<file path="config.mk">
export PLATFORM = sky130hd
export DESIGN_NAME = kwp2000_frame_sender
export DESIGN_NICKNAME = d
export VERILOG_FILES = /design/src/kfs_pkg.sv /design/src/kfs_frame_ctrl.sv /design/src/kfs_out_fifo.sv /design/src/kwp2000_frame_sender.sv
export VERILOG_INCLUDE_DIRS = /design/src /design/src/src
export SDC_FILE = /design/constraint.sdc
export NUM_CORES = 1
export LEC_CHECK = 0
export ABC_AREA = 1
export BUFFER_PORTS_ARGS = -buffer_cell sky130_fd_sc_hd__buf_2
export CAP_MARGIN = 5
export CORE_MARGIN = 2
export CORE_UTILIZATION = 45
export CTS_CLUSTER_SIZE = 12
export DETAILED_ROUTE_END_ITERATION = 8
export PLACE_DENSITY = 0.6
export SETUP_SLACK_MARGIN = 0.05
export SYNTH_ARGS = -nofsm -noshare
export SYNTH_HDL_FRONTEND = slang
export SYNTH_SLANG_ARGS = --single-unit
</file>
<file path="constraint.sdc">
create_clock -name clock -period 4.35 [get_ports clock]
set_input_delay 0 -clock clock [delete_from_list [all_inputs] [get_ports clock]]
set_output_delay 0 -clock clock [all_outputs]
set_load 0.01 [all_outputs]
</file>
<file path="src/assert_macros.svh">
// Assertion helpers, clocked on the rising edge and held off during reset
`ifndef ASSERT_MACROS_SVH
`define ASSERT_MACROS_SVH

// Implication checked at every clock edge
`define ASSERT_IMPL(label, clk, rst, ante, cons, msg) \
   label: assert property (@(posedge clk) disable iff (rst) (ante) |-> (cons)) \
      else $error(msg);

// Plain invariant checked at every clock edge
`define ASSERT_ALWAYS(label, clk, rst, expr, msg) \
   label: assert property (@(posedge clk) disable iff (rst) (expr)) \
      else $error(msg);

`endif

</file>
<file path="src/kfs_pkg.sv">
package kfs_pkg;

   localparam int BYTE_W = 8;
   localparam int CNT_W  = 9;
   localparam int OUT_DEPTH = 4;

   // format byte codes
   localparam logic [BYTE_W-1:0] HDR_LEN4_A  = 8'h80;
   localparam logic [BYTE_W-1:0] HDR_LEN4_B  = 8'hC0;
   localparam logic [BYTE_W-1:0] HDR_SINGLE  = 8'hCC;
   localparam logic [BYTE_W-1:0] HI_MASK     = 8'hF0;
   localparam logic [BYTE_W-1:0] LO_MASK     = 8'h0F;

   localparam logic [CNT_W-1:0] LEN_POS      = 9'd4;  // position of the length byte
   localparam logic [CNT_W-1:0] LEN_EXTRA    = 9'd4;
   localparam logic [CNT_W-1:0] NIBBLE_EXTRA = 9'd3;

   typedef struct packed {
      logic [BYTE_W-1:0] line_byte;
      logic              is_checksum;
      logic              frame_end;
      logic              bad_header;
   } result_type;

   typedef struct packed {
      logic       first_valid;
      logic       second_valid;
      result_type first;
      result_type second;
   } push_type;

endpackage

</file>
<file path="src/kfs_frame_ctrl.sv">
module kfs_frame_ctrl (
   input  logic                         clock,
   input  logic                         reset,
   input  logic                         item_valid,
   input  logic [kfs_pkg::BYTE_W-1:0]   item_byte,
   output kfs_pkg::push_type            push
);

   logic                        in_frame_ff, in_frame_in;
   logic [kfs_pkg::CNT_W-1:0]   taken_ff, taken_in;
   logic [kfs_pkg::CNT_W-1:0]   send_ff, send_in;
   logic                        len4_ff, len4_in;
   logic [kfs_pkg::BYTE_W-1:0]  sum_ff, sum_in;

   logic [kfs_pkg::BYTE_W-1:0]  hi_nib;
   logic [kfs_pkg::BYTE_W-1:0]  sum_next;
   logic [kfs_pkg::CNT_W-1:0]   taken_next;
   logic [kfs_pkg::CNT_W-1:0]   send_eff;
   kfs_pkg::push_type           push_raw;

   assign hi_nib     = item_byte & kfs_pkg::HI_MASK;
   assign sum_next   = sum_ff + item_byte;
   assign taken_next = taken_ff + kfs_pkg::CNT_W'(1);
   // the fourth byte of a long-form frame carries the length
   assign send_eff   = (len4_ff && taken_next == kfs_pkg::LEN_POS) ?
                       ({1'b0, item_byte} + kfs_pkg::LEN_EXTRA) : send_ff;

   always_comb begin
      push_raw    = '0;
      in_frame_in = in_frame_ff;
      taken_in    = taken_ff;
      send_in     = send_ff;
      len4_in     = len4_ff;
      sum_in      = sum_ff;
      if (!in_frame_ff) begin
         if (item_byte == kfs_pkg::HDR_LEN4_A || item_byte == kfs_pkg::HDR_LEN4_B) begin
            in_frame_in = 1'b1;
            len4_in     = 1'b1;
            send_in     = kfs_pkg::LEN_EXTRA;
            taken_in    = kfs_pkg::CNT_W'(1);
            sum_in      = item_byte;
            push_raw.first_valid     = 1'b1;
            push_raw.first.line_byte = item_byte;
         end else if (item_byte == kfs_pkg::HDR_SINGLE) begin
            push_raw.first_valid       = 1'b1;
            push_raw.first.line_byte   = kfs_pkg::HDR_SINGLE;
            push_raw.first.is_checksum = 1'b1;
            push_raw.first.frame_end   = 1'b1;
         end else if (hi_nib == kfs_pkg::HDR_LEN4_A || hi_nib == kfs_pkg::HDR_LEN4_B) begin
            in_frame_in = 1'b1;
            len4_in     = 1'b0;
            send_in     = kfs_pkg::CNT_W'(item_byte & kfs_pkg::LO_MASK)
                          + kfs_pkg::NIBBLE_EXTRA;
            taken_in    = kfs_pkg::CNT_W'(1);
            sum_in      = item_byte;
            push_raw.first_valid     = 1'b1;
            push_raw.first.line_byte = item_byte;
         end else begin
            push_raw.first_valid      = 1'b1;
            push_raw.first.bad_header = 1'b1;
         end
      end else begin
         push_raw.first_valid     = 1'b1;
         push_raw.first.line_byte = item_byte;
         if (taken_next >= send_eff) begin
            push_raw.second_valid       = 1'b1;
            push_raw.second.line_byte   = sum_next;
            push_raw.second.is_checksum = 1'b1;
            push_raw.second.frame_end   = 1'b1;
            in_frame_in = 1'b0;
            taken_in    = '0;
            send_in     = '0;
            len4_in     = 1'b0;
            sum_in      = '0;
         end else begin
            taken_in = taken_next;
            send_in  = send_eff;
            sum_in   = sum_next;
         end
      end
   end

   always_comb begin
      push              = push_raw;
      push.first_valid  = push_raw.first_valid && item_valid;
      push.second_valid = push_raw.second_valid && item_valid;
   end

   always_ff @(posedge clock) begin
      if (reset) begin
         in_frame_ff <= 1'b0;
         taken_ff    <= '0;
         send_ff     <= '0;
         len4_ff     <= 1'b0;
         sum_ff      <= '0;
      end else if (item_valid) begin
         in_frame_ff <= in_frame_in;
         taken_ff    <= taken_in;
         send_ff     <= send_in;
         len4_ff     <= len4_in;
         sum_ff      <= sum_in;
      end
   end

endmodule

</file>
<file path="src/kfs_out_fifo.sv">
module kfs_out_fifo #(
   parameter int Depth = kfs_pkg::OUT_DEPTH
) (
   input  logic                clock,
   input  logic                reset,
   input  kfs_pkg::push_type   push,
   output logic                room,       // space for two more words
   output logic                out_valid,
   input  logic                out_ready,
   output kfs_pkg::result_type out_word,
   output logic [$clog2(Depth+1)-1:0] level
);

   localparam int PW = (Depth > 1) ? $clog2(Depth) : 1;
   localparam int CW = $clog2(Depth+1);

   kfs_pkg::result_type entries_ff [Depth];
   logic [PW-1:0] wr_ff, wr_in, rd_ff, rd_in;
   logic [PW-1:0] wr_next1, wr_next2, rd_next;
   logic [CW-1:0] count_ff, count_in;
   logic          pop;

   assign wr_next1 = (wr_ff == PW'(Depth-1)) ? '0 : wr_ff + PW'(1);
   assign wr_next2 = (wr_next1 == PW'(Depth-1)) ? '0 : wr_next1 + PW'(1);
   assign rd_next  = (rd_ff == PW'(Depth-1)) ? '0 : rd_ff + PW'(1);

   assign out_valid = (count_ff != '0);
   assign out_word  = entries_ff[rd_ff];
   assign pop       = out_valid && out_ready;
   assign room      = (count_ff <= CW'(Depth-2));
   assign level     = count_ff;

   always_comb begin
      wr_in    = push.second_valid ? wr_next2 : (push.first_valid ? wr_next1 : wr_ff);
      rd_in    = pop ? rd_next : rd_ff;
      count_in = count_ff + CW'(push.first_valid) + CW'(push.second_valid) - CW'(pop);
   end

   always_ff @(posedge clock) begin
      if (push.first_valid) begin
         entries_ff[wr_ff] <= push.first;
      end
      if (push.second_valid) begin
         entries_ff[wr_next1] <= push.second;
      end
   end

   always_ff @(posedge clock) begin
      if (reset) begin
         wr_ff    <= '0;
         rd_ff    <= '0;
         count_ff <= '0;
      end else begin
         wr_ff    <= wr_in;
         rd_ff    <= rd_in;
         count_ff <= count_in;
      end
   end

endmodule

</file>
<file path="src/kwp2000_frame_sender.sv">
// An accepted byte waits in the input register until the result queue has room, is then written
// to the queue, and its word is then presented at rsp.
// Throughput: one byte per cycle while the result queue has room; the frame's final byte adds a
// checksum word, so under steady traffic the input stalls on each frame once the queue has filled.
// Reset (synchronous, active high) returns to waiting for a header and empties the queue.
`include "assert_macros.svh"

module kwp2000_frame_sender #(
   parameter int OutDepth = kfs_pkg::OUT_DEPTH   // at least 2
) (
   input  logic       clock,
   input  logic       reset,
   input  logic       req_tvalid,
   output logic       req_tready,
   input  logic [7:0] req_tdata,   // [7:0] message_byte
   output logic       rsp_tvalid,
   input  logic       rsp_tready,
   output logic [7:0] rsp_tdata,   // [7:0] line_byte
   output logic [1:0] rsp_tuser,   // [0] is_checksum, [1] bad_header
   output logic       rsp_tlast    // frame_end
);

   logic                          in_valid_ff, in_valid_in;
   logic [kfs_pkg::BYTE_W-1:0]    in_byte_ff;
   logic                          room;
   logic                          take;
   kfs_pkg::push_type             push;
   kfs_pkg::result_type           head;
   logic [$clog2(OutDepth+1)-1:0] level;

   assign take        = in_valid_ff && room;
   assign req_tready  = !in_valid_ff || room;
   assign in_valid_in = (req_tvalid && req_tready) || (in_valid_ff && !room);

   always_ff @(posedge clock) begin
      if (reset) begin
         in_valid_ff <= 1'b0;
      end else begin
         in_valid_ff <= in_valid_in;
      end
   end

   always_ff @(posedge clock) begin
      if (req_tvalid && req_tready) begin
         in_byte_ff <= req_tdata;
      end
   end

   kfs_frame_ctrl u_ctrl (
      .clock      (clock),
      .reset      (reset),
      .item_valid (take),
      .item_byte  (in_byte_ff),
      .push       (push)
   );

   kfs_out_fifo #(
      .Depth (OutDepth)
   ) u_fifo (
      .clock     (clock),
      .reset     (reset),
      .push      (push),
      .room      (room),
      .out_valid (rsp_tvalid),
      .out_ready (rsp_tready),
      .out_word  (head),
      .level     (level)
   );

   assign rsp_tdata = head.line_byte;
   assign rsp_tuser = {head.bad_header, head.is_checksum};
   assign rsp_tlast = head.frame_end;

   `ASSERT_ALWAYS(a_level_in_range, clock, reset, level <= ($clog2(OutDepth+1))'(OutDepth), "result queue overflow")
   `ASSERT_IMPL(a_second_needs_first, clock, reset, push.second_valid, push.first_valid && push.second.is_checksum, "checksum word pushed without its byte")
   `ASSERT_IMPL(a_push_only_on_take, clock, reset, !take, !push.first_valid, "word pushed with no byte taken")
   `ASSERT_IMPL(a_bad_no_end, clock, reset, rsp_tvalid && rsp_tuser[1], !rsp_tlast && !rsp_tuser[0], "rejected header word marked as frame end")

endmodule

</file>
==> results.toml, run 1 <==
[synth]
syn_nets = 745
synth_area_um2 = 5389
ys.flop_type = "edfxtp_1"
seq_area_frac_synth = 0.4012
ys_ff_latch = 86
ys_types = 42
ys_warn_count = 0
synth_common_cells = "nand2_1, inv_1, o21ai_0"
ys_async_sr_fraction = 0
synthTopCellsByArea = "edfxtp_1, dfxtp_1, nand2_1, ha_1, o21ai_0"
postSynthCellCount = 700
synth-edff-count = 44
synth_most_common_cell = "nand2_1"
avgSynthCellArea_um2 = 7.698
synth.top_cell.area_share = 0.2452
synth_area_leader_cell = "edfxtp_1"

[global_route]
grt_antenna_before_repair = 0
grt_pass1_wl_um = 21760
track_usage = 0.2162
gr-total-overflow = 0
grt_max_degree = 31
first_global_vias = 4339

[critical_path]
startpoint = "u_ctrl.taken_ff[0]"
critPathKind = "reg -> reg"
r2r_start = "u_ctrl.taken_ff[0]"
ff2ff_path_depth = 23
crit_cells = 23
cpMaxStageDelayCell = "fa_2"
cp.buffers_inverters = 4
crit_family = "simple AND/OR/NAND/NOR gates"
arrival_ns = 4.31
path_cells = "ha_2, nand2_2, inv_1, nand2_1, nand2_1, nand2_1, nor2_4, nand4_1, and2_1, ha_4, nand2_1, nor2_2, nand3b_1, nand4_2, nand2_4, nor2_4, inv_1, ha_1, inv_1, fa_2, fa_2, inv_1, nor2_1"
slowest_delay_ns = 0.54
cp_max_fo = 7
cp-end-kind = "register"
start_kind = "register"
crit_required_ns = 4.64

[timing]
setup_viol = 0
maxSlewViolCount = 0
fin_skew_ns = 0.006240
slew_headroom = 0.5827
hold_viol_final = 0
hold-worst-slack_ns = 0.02569
tns_ns = 0
rsz0062_at_grt = "no"
post-route-period-util = 0.9229
period_needed_ns = 4.015
tightestPinTransition_ns = 0.6251
finalWorstSetupSlack_ns = 0.3353
timing.fmax_mhz = 249.1

[die]
die-area_um2 = 12870
die_x_um = 113.4
num_rows = 39
die_h_um = 113.4
core-area_um2 = 11560
ios = 25
start_util = 0.4660

[placement]
place_area_um2 = 5623
io_buffer_count = 24
place_congestion = 0.8633
dp_slack_ns = 0.1051
place_hpwl_um = 10060

[flow_run]
drv_cap = 0

[power_and_ir_drop]
p_seq_frac = 0.393
pwr-share-comb = 0.296
internal_power_uw = 1732
p_sw_uw = 904.5
peakVddDrop_v = 0.0001859
power_frac_clock = 0.311
p_per_area_nw_per_um2 = 430.2
sw_frac_of_total = 0.3431
power.leakage_uw = 0.002730

[route]
drc_errors = 0
wl_per_cell_um = 15.03
avgViaCountPerCell = 5.282
vias = 4675
firstDrtPassIters = 5
drt_iter0_markers = 252
routed_wl_um = 13300
final_antenna_net_count = 0

[cts]
clockRootBuffer = "clkbuf_16"
clockBufferDepth = 2
htreeDepth = 3
clkLatencyLatePin_ns = 0.35
cts.sinks = 86
cts_tree = "built"
cts.clk_slew.worst_paths_ns = 0.06
cts_made_buffers = 9

[worst_hold_path]
holdPathStages = 4
hold_class = "in -> reg"
min_from = "rsp_tready"

[final_layout]
area_growth_pct = 13.72
drive_above_1_share = 0.1307
final_nets = 782
stdcell_area_um2 = 6128
antenna_cells = 0

[outcome]
status = "complete, no violations"
[per-stage QoR]
stage / std cells / utilization / total power (µW)
floorplan: 700 / - / 1582
global placement: 853 / 0.4862 / 1797
detailed placement: 853 / 0.4862 / 1819
CTS: 879 / 0.5219 / 2642
global route: 885 / 0.5299 / 2794
finish: 885 / 0.5299 / 2636
[routing by layer]
layer,vias to the layer above,track usage,share of wire
li1,2384,-,-
met1,2156,0.2594,0.44
met2,116,0.3776,0.50
met3,19,0.03985,0.040
met4,0,0.09837,0.022
met5,-,0,0
[power by group through the flow]
stage | logic [µW] | registers [µW] | clock network (µW)
2_1_floorplan | 571 | 1010 | 0
3_3_place_gp | 746 | 1050 | 0
3_5_place_dp | 766 | 1050 | 0
4_1_cts | 776 | 1040 | 829
5_1_grt | 887 | 1050 | 857
6_report | 781 | 1040 | 819
[final timing paths]
| check | slack [ns] | to |
|---|---|---|
| setup / recovery | 0.34 | u_fifo.level[1] |
| setup reg to reg | 0.34 | u_fifo.level[1] |
| hold reg to reg | 0.49 | u_ctrl.sum_ff[0] |
| hold / removal | 0.03 | u_fifo.rd_ff[1] |
[cells in the final DEF (no fill, tap or decap), drive strengths merged, types with 3 or more instances in the layout]
cell	count
nand2	163
inv	97
o21ai	84
nor2	84
edfxtp	44
dfxtp	42
nand3	41
buf	35
a21oi	33
ha	30
nand4	16
xor2	12
dlygate4sd3	10
o22ai	9
clkbuf	9
nand3b	5
a31oi	5
clkinv	4
or2	3
fa	3
[sequential cells by signal, summed over array words and instances, names as in the netlist, named ones only]
register	flops
u_ctrl.sum_ff	8
u_ctrl.in_frame_ff	1
u_fifo.entries_ff	40
u_fifo.rd_ff	2
in_byte_ff	8
u_ctrl.taken_ff	9
u_ctrl.len4_ff	1
u_fifo.level	3
u_ctrl.send_ff	9
in_valid_ff	1
u_fifo.wr_ff	2
[logic make-up (layout without fill, tap and decap cells)]
logic type / Yosys count / after routing / share of synthesized area
flops: 86 / 86 / 0.4012
compound gates: 138 / 138 / 0.1386
simple gates: 315 / 316 / 0.2721
fa+ha+maj: 33 / 33 / 0.08080
xor+xnor: 12 / 12 / 0.01950
buf+inv: 116 / 157 / 0.08776
[what timing repair did]
action | 4_1_cts | 5_1_grt
hold buffers | 10 | 0
hold endpoints to repair | 13 | 0
resized for setup | 0 | 13
setup endpoints to repair | 0 | 2
buffers inserted | 0 | 5
[layout make-up]
cell class,instances,area (µm²)
Clock inverter,7,87.58
Inverter,96,362.8
Fill cell,1114,5436
Timing Repair Buffer,45,302.8
Sequential cell,86,2167
Multi-Input combinational cell,499,2804
Tap cell,143,178.9
Clock buffer,9,225.2
[worst register-to-register path, stage by stage (launching register included)]
cell      delay, ns
dfxtp_4        0.39
ha_2           0.19
nand2_2        0.08
inv_1          0.12
nand2_1        0.09
nand2_1        0.07
nand2_1        0.14
nor2_4         0.23
nand4_1        0.14
and2_1         0.21
ha_4           0.28
nand2_1        0.07
nor2_2         0.13
nand3b_1       0.10
nand4_2        0.14
nand2_4        0.09
nor2_4         0.12
inv_1          0.07
ha_1           0.27
inv_1          0.05
fa_2           0.35
fa_2           0.54
inv_1          0.04
nor2_1         0.07
(Power assumes the default switching activity.)
==> run 2, diff against run 1 <==
- CELL_PAD_IN_SITES_DETAIL_PLACEMENT: default -> 0
- CELL_PAD_IN_SITES_GLOBAL_PLACEMENT: default -> 1
- PLACE_DENSITY: 0.6 -> 0.77
- clock period: 4.35 -> 4.1 ns (I/O delays scaled with it)
==> results.toml, run 2 (same netlist as run 1, synthesis figures left out) <==
[timing]
slew_headroom = 0.5616
timing.fmax_mhz = 256.6
post-route-period-util = 0.9505
tightestPinTransition_ns = 0.6567
maxSlewViolCount = 0
finalWorstSetupSlack_ns = 0.2029
setup_viol = 0
rsz0062_at_grt = "yes"
hold_viol_final = 0
period_needed_ns = 3.897
fin_skew_ns = 0.007803
hold-worst-slack_ns = 0.06027

[cts]
htreeDepth = 3
cts_tree = "built"
clockRootBuffer = "clkbuf_16"
cts.clk_slew.worst_paths_ns = 0.06
cts.sinks = 86
clkLatencyLatePin_ns = 0.34
clockBufferDepth = 2
cts_made_buffers = 9

[route]
final_antenna_net_count = 0
drt_iter0_markers = 311
firstDrtPassIters = 5
wl_per_cell_um = 15.15
drc_errors = 0
routed_wl_um = 13530
avgViaCountPerCell = 5.204
vias = 4647

[power_and_ir_drop]
p_per_area_nw_per_um2 = 428.1
power.leakage_uw = 0.002761
peakVddDrop_v = 0.0001967

[final_layout]
multiInputGateArea_um2 = 2953
antenna_cells = 0
final_cell_mix = "nand2_1, inv_1, o21ai_0, nor2_1, edfxtp_1"
fillers = 1148
reg_top3 = "u_fifo.entries_ff: 40 flops, u_ctrl.send_ff: 9 flops, u_ctrl.taken_ff: 9 flops"
area_growth_pct = 16.95
final_common_cell = "nand2_1"
top_register = "u_fifo.entries_ff"
regArea_um2 = 2172
final_nets = 790
largest_reg_flops = 40
drive_above_1_share = 0.1733
stdcell_area_um2 = 6302
final_util = 0.5450

[critical_path]
cp-end-kind = "register"
critPathKind = "reg -> reg"
cp_max_fo = 6
arrival_ns = 4.18
start_kind = "register"
crit_required_ns = 4.38

[die]
die_h_um = 113.4
num_rows = 39
die-area_um2 = 12870
die_x_um = 113.4
ios = 25
start_util = 0.4660
core-area_um2 = 11560

[global_route]
grt_max_degree = 31
track_usage = 0.2158
grt_antenna_before_repair = 0
gr-total-overflow = 0
grt_pass1_wl_um = 21700
first_global_vias = 4355

[outcome]
status = "complete, no violations"

[placement]
place_hpwl_um = 10240
dp_slack_ns = 0.007921
place_congestion = 0.8952
place_area_um2 = 5668
io_buffer_count = 24

[worst_hold_path]
hold_class = "in -> reg"

[flow_run]
drv_cap = 0
run 2: what timing repair did:
| item | 4_1_cts | 5_1_grt |
|---|---|---|
| hold buffers | 10 | 0 |
| setup endpoints to repair | 2 | 2 |
| pin swaps | 2 | 26 |
| hold endpoints to repair | 10 | 0 |
| gates resized for setup | 1 | 48 |
| gates cloned | 0 | 1 |
| setup buffers | 2 | 5 |
run 2: worst paths after layout:
path | to | cells past startpoint | slack, ns | start
hold reg to reg | u_ctrl.sum_ff[0] | 2 | 0.49 | u_ctrl.sum_ff[0]
setup reg to reg | u_fifo.level[1] | 24 | 0.20 | u_ctrl.taken_ff[0]
setup / recovery | u_fifo.level[1] | 24 | 0.20 | u_ctrl.taken_ff[0]
hold / removal | register | 4 | 0.06 | rsp_tready
run 2: metrics by stage:
stage / cells / setup TNS (ns) / power, µW
2_1_floorplan: 700 / 0 / 1679
3_3_place_gp: 859 / 0 / 1917
3_5_place_dp: 859 / 0 / 1933
4_1_cts: 887 / 0 / 2693
5_1_grt: 893 / -0.04493 / 2884
6_report: 893 / 0 / 2698
run 2: worst max-delay path, stage by stage (launching register included):
cell      delay (ns)
dfxtp_4         0.39
ha_4            0.15
nand2_4         0.07
nor2_4          0.12
nand3_2         0.07
nand2_2         0.09
nand2_4         0.08
nor2_4          0.21
buf_6           0.13
nand4_1         0.10
nand2_1         0.09
inv_1           0.06
ha_4            0.26
nand4_1         0.08
nand3b_1        0.18
nand4_2         0.15
nand2_4         0.07
nor2_4          0.14
inv_2           0.06
ha_4            0.25
inv_2           0.03
fa_2            0.35
fa_2            0.55
inv_2           0.04
nor2_2          0.09
run 2: area by class of cell:
type / instances / share of cell area
tap: 143 / 0.02839
multi-input combinational: 499 / 0.4685
clock buffer: 11 / 0.03852
sequential: 86 / 0.3446
timing repair buffer: 53 / 0.05817
inverter: 96 / 0.05757
clock inverter: 5 / 0.004169
run 2: per-layer routing:
| layer | track usage | wire [µm] | vias to the layer above |
|---|---|---|---|
| li1 | - | - | 2399 |
| met1 | 0.2648 | 5937 | 2130 |
| met2 | 0.3840 | 6842 | 96 |
| met3 | 0.02763 | 414 | 22 |
| met4 | 0.08862 | 333 | 0 |
| met5 | 0 | 0 | - |
run 2: power by group:
group	internal [µW]	total [µW]	switching [µW]
Combinational	312	865	552
Sequential	1010	1090	83.7
Clock	421	741	320
==> run 3, diff against run 2 <==
- ABC_AREA: 1 -> default
- PLACE_DENSITY: 0.77 -> 0.73
==> results.toml, run 3 <==
[timing]
fin_skew_ns = 0.009372
post-route-period-util = 0.9544
setup_viol = 0
hold_viol_final = 0
rsz0062_at_grt = "no"
maxSlewViolCount = 0
period_needed_ns = 3.913
timing.fmax_mhz = 255.6
slew_headroom = 0.4859
tightestPinTransition_ns = 0.7712
finalWorstSetupSlack_ns = 0.1871

[global_route]
grt_pass1_wl_um = 20910
gr-total-overflow = 0
grt_antenna_before_repair = 0
track_usage = 0.2154
grt_max_degree = 36
first_global_vias = 3996

[critical_path]
r2r-end = "u_fifo.level[1]"
cpMaxStageDelayCell = "fa_2"
slowest_delay_ns = 0.52
ff2ff_path_depth = 17
critPathKind = "reg -> reg"
start_kind = "register"
crit_required_ns = 4.38
cp-end-kind = "register"
worstSetupEndpoint = "u_fifo.level[1]"
r2r_start = "u_ctrl.taken_ff[0]"
cp_max_fo = 6
path_common_cell = "fa_2"
startpoint = "u_ctrl.taken_ff[0]"
reg2reg_slack_ns = 0.19
arrival_ns = 4.19
path_cells = "and4_4, nand4_4, mux2i_1, o2111a_2, buf_6, mux2i_4, ha_4, nand4_1, o21ai_2, o211ai_2, nand2_1, nand3_2, ha_1, inv_1, fa_2, fa_2, nor2b_1"

[synth]
synth_common_cells = "nor2_1, nand2_1, edfxtp_1"
synth_area_leader_cell = "edfxtp_1"
synth-edff-count = 44
avgSynthCellArea_um2 = 10.30
synthTopCellsByArea = "edfxtp_1, dfxtp_1, ha_1, mux4_2, mux2_2"
ys.flop_type = "edfxtp_1"
ys_ff_latch = 86
ys_types = 63
ys_async_sr_fraction = 0
ys_warn_count = 0
synth_most_common_cell = "nor2_1"
postSynthCellCount = 499
synth_area_um2 = 5140
synth.top_cell.area_share = 0.2571
seq_area_frac_synth = 0.4206
syn_nets = 544

[final_layout]
final_nets = 587
top_register = "u_fifo.entries_ff"
final_cell_mix = "nor2_1, nand2_1, edfxtp_1, dfxtp_1, ha_1"
antenna_cells = 0
final_util = 0.5320
fin_cells = 689
fillers = 1017
drive_above_1_share = 0.2509
stdcell_area_um2 = 5997
reg_top3 = "u_fifo.entries_ff: 40 flops, u_ctrl.send_ff: 9 flops, u_ctrl.taken_ff: 9 flops"
area_growth_pct = 16.67
largest_reg_flops = 40
final_common_cell = "nor2_1"

[route]
drt_iter0_markers = 182
routed_wl_um = 12770
drc_errors = 0
final_antenna_net_count = 0
avgViaCountPerCell = 5.726
firstDrtPassIters = 5
wl_per_cell_um = 18.53
vias = 3945

[cts]
cts_tree = "built"
htreeDepth = 3
cts.sinks = 86
clockBufferDepth = 2
clkLatencyLatePin_ns = 0.34
cts.clk_slew.worst_paths_ns = 0.06
cts_made_buffers = 9
clockRootBuffer = "clkbuf_16"

[placement]
dp_slack_ns = -0.05439
place_area_um2 = 5456
io_buffer_count = 24
place_congestion = 0.8942
place_inst = 660
place_hpwl_um = 9235

[die]
die_x_um = 110.9
start_util = 0.4560
core-area_um2 = 11270
die-area_um2 = 12290
ios = 25
die_h_um = 110.9
num_rows = 39

[power_and_ir_drop]
power.leakage_uw = 0.002237
power_uw = 2449
p_per_area_nw_per_um2 = 408.4
peakVddDrop_v = 0.0003104

[worst_hold_path]
hold_class = "in -> reg"

[outcome]
status = "complete, no violations"

[flow_run]
drv_cap = 0
-- run 3: cell types whose count changed in the layout (fill, tap and decap cells not counted), sizes merged, moves of 13 or more --
cell | previous run | this run
a21oi | 33 | 20
inv | 96 | 17
mux2 | 0 | 18
nand2 | 163 | 47
nand3 | 41 | 14
nor2 | 84 | 47
o21ai | 84 | 25
o31ai | 0 | 14
xnor2 | 0 | 14
-- run 3: how the worst min path moves through the flow --
stage / from / end / slack, ns / depth (start not counted)
floorplan: req_tdata[0] / in_byte_ff[0] / 0.1 / 0
global placement: req_tdata[3] / in_byte_ff[3] / 0.18 / 1
detailed placement: req_tdata[3] / in_byte_ff[3] / 0.18 / 1
CTS: rsp_tready / u_fifo.rd_ff[1] / 0.02 / 4
global route: rsp_tready / register / 0.08 / 4
finish: rsp_tready / u_fifo.rd_ff[1] / 0.02 / 4
-- run 3: final cells by class --
type	instances	area [µm²]	share of cell area
Multi-Input combinational cell	367	2865	0.4778
Timing Repair Buffer	61	431.7	0.07198
Sequential cell	86	2171	0.3620
Clock inverter	6	61.31	0.01022
Clock buffer	9	225.2	0.03755
Inverter	17	63.81	0.01064
Tap cell	143	178.9	0.02984
-- run 3: worst max-delay path: cells and delay by family, from the launching register on --
family,cells,cell delay (ns)
adder cells (fa/ha/maj),4,1.34
AO/OA/AOI/OAI,3,0.64
multiplexers,2,0.46
AND/OR/NAND/NOR,6,0.85
flip-flops,1,0.37
buffers and inverters,2,0.18
-- run 3: metrics by stage --
step / hold slack [ns] / TNS, ns
CTS: 0.02037 / 0
detailed placement: 0.1781 / -0.07729
global route: 0.08388 / 0
global placement: 0.1771 / 0
finish: 0.02246 / 0
floorplan: 0.09887 / 0
-- run 3: kinds of logic after synthesis --
family / Yosys count / share of synthesized area
simple gates: 168 / 0.1643
mux: 39 / 0.1047
buf+inv: 46 / 0.04260
xor+xnor: 22 / 0.03749
flops: 86 / 0.4206
fa+ha+maj: 33 / 0.08471
compound gates: 105 / 0.1456
-- run 3: repair_timing --
item,in CTS,in global routing
resized for setup,1,28
pin swaps,1,11
hold buffers,9,0
hold endpoints to repair,9,0
setup buffers,2,3
setup endpoints to repair,13,22
-- run 3: layer usage --
| layer | vias up | routed length, µm | track usage |
|---|---|---|---|
| met3 | 24 | 651 | 0.04538 |
| met1 | 1897 | 5459 | 0.2615 |
| met5 | - | 0 | 0 |
| met2 | 93 | 6334 | 0.3706 |
| met4 | 0 | 325 | 0.09250 |
| li1 | 1931 | - | - |
-- run 3: report_power, final --
part | internal, µW | total (µW) | leakage, µW | switching, µW
Clock | 467 | 795 | 0.000141 | 328
Sequential | 995 | 1080 | 0.000729 | 81.6
Combinational | 261 | 578 | 0.00137 | 317
Total | 1720 | 2450 | 0.00224 | 727
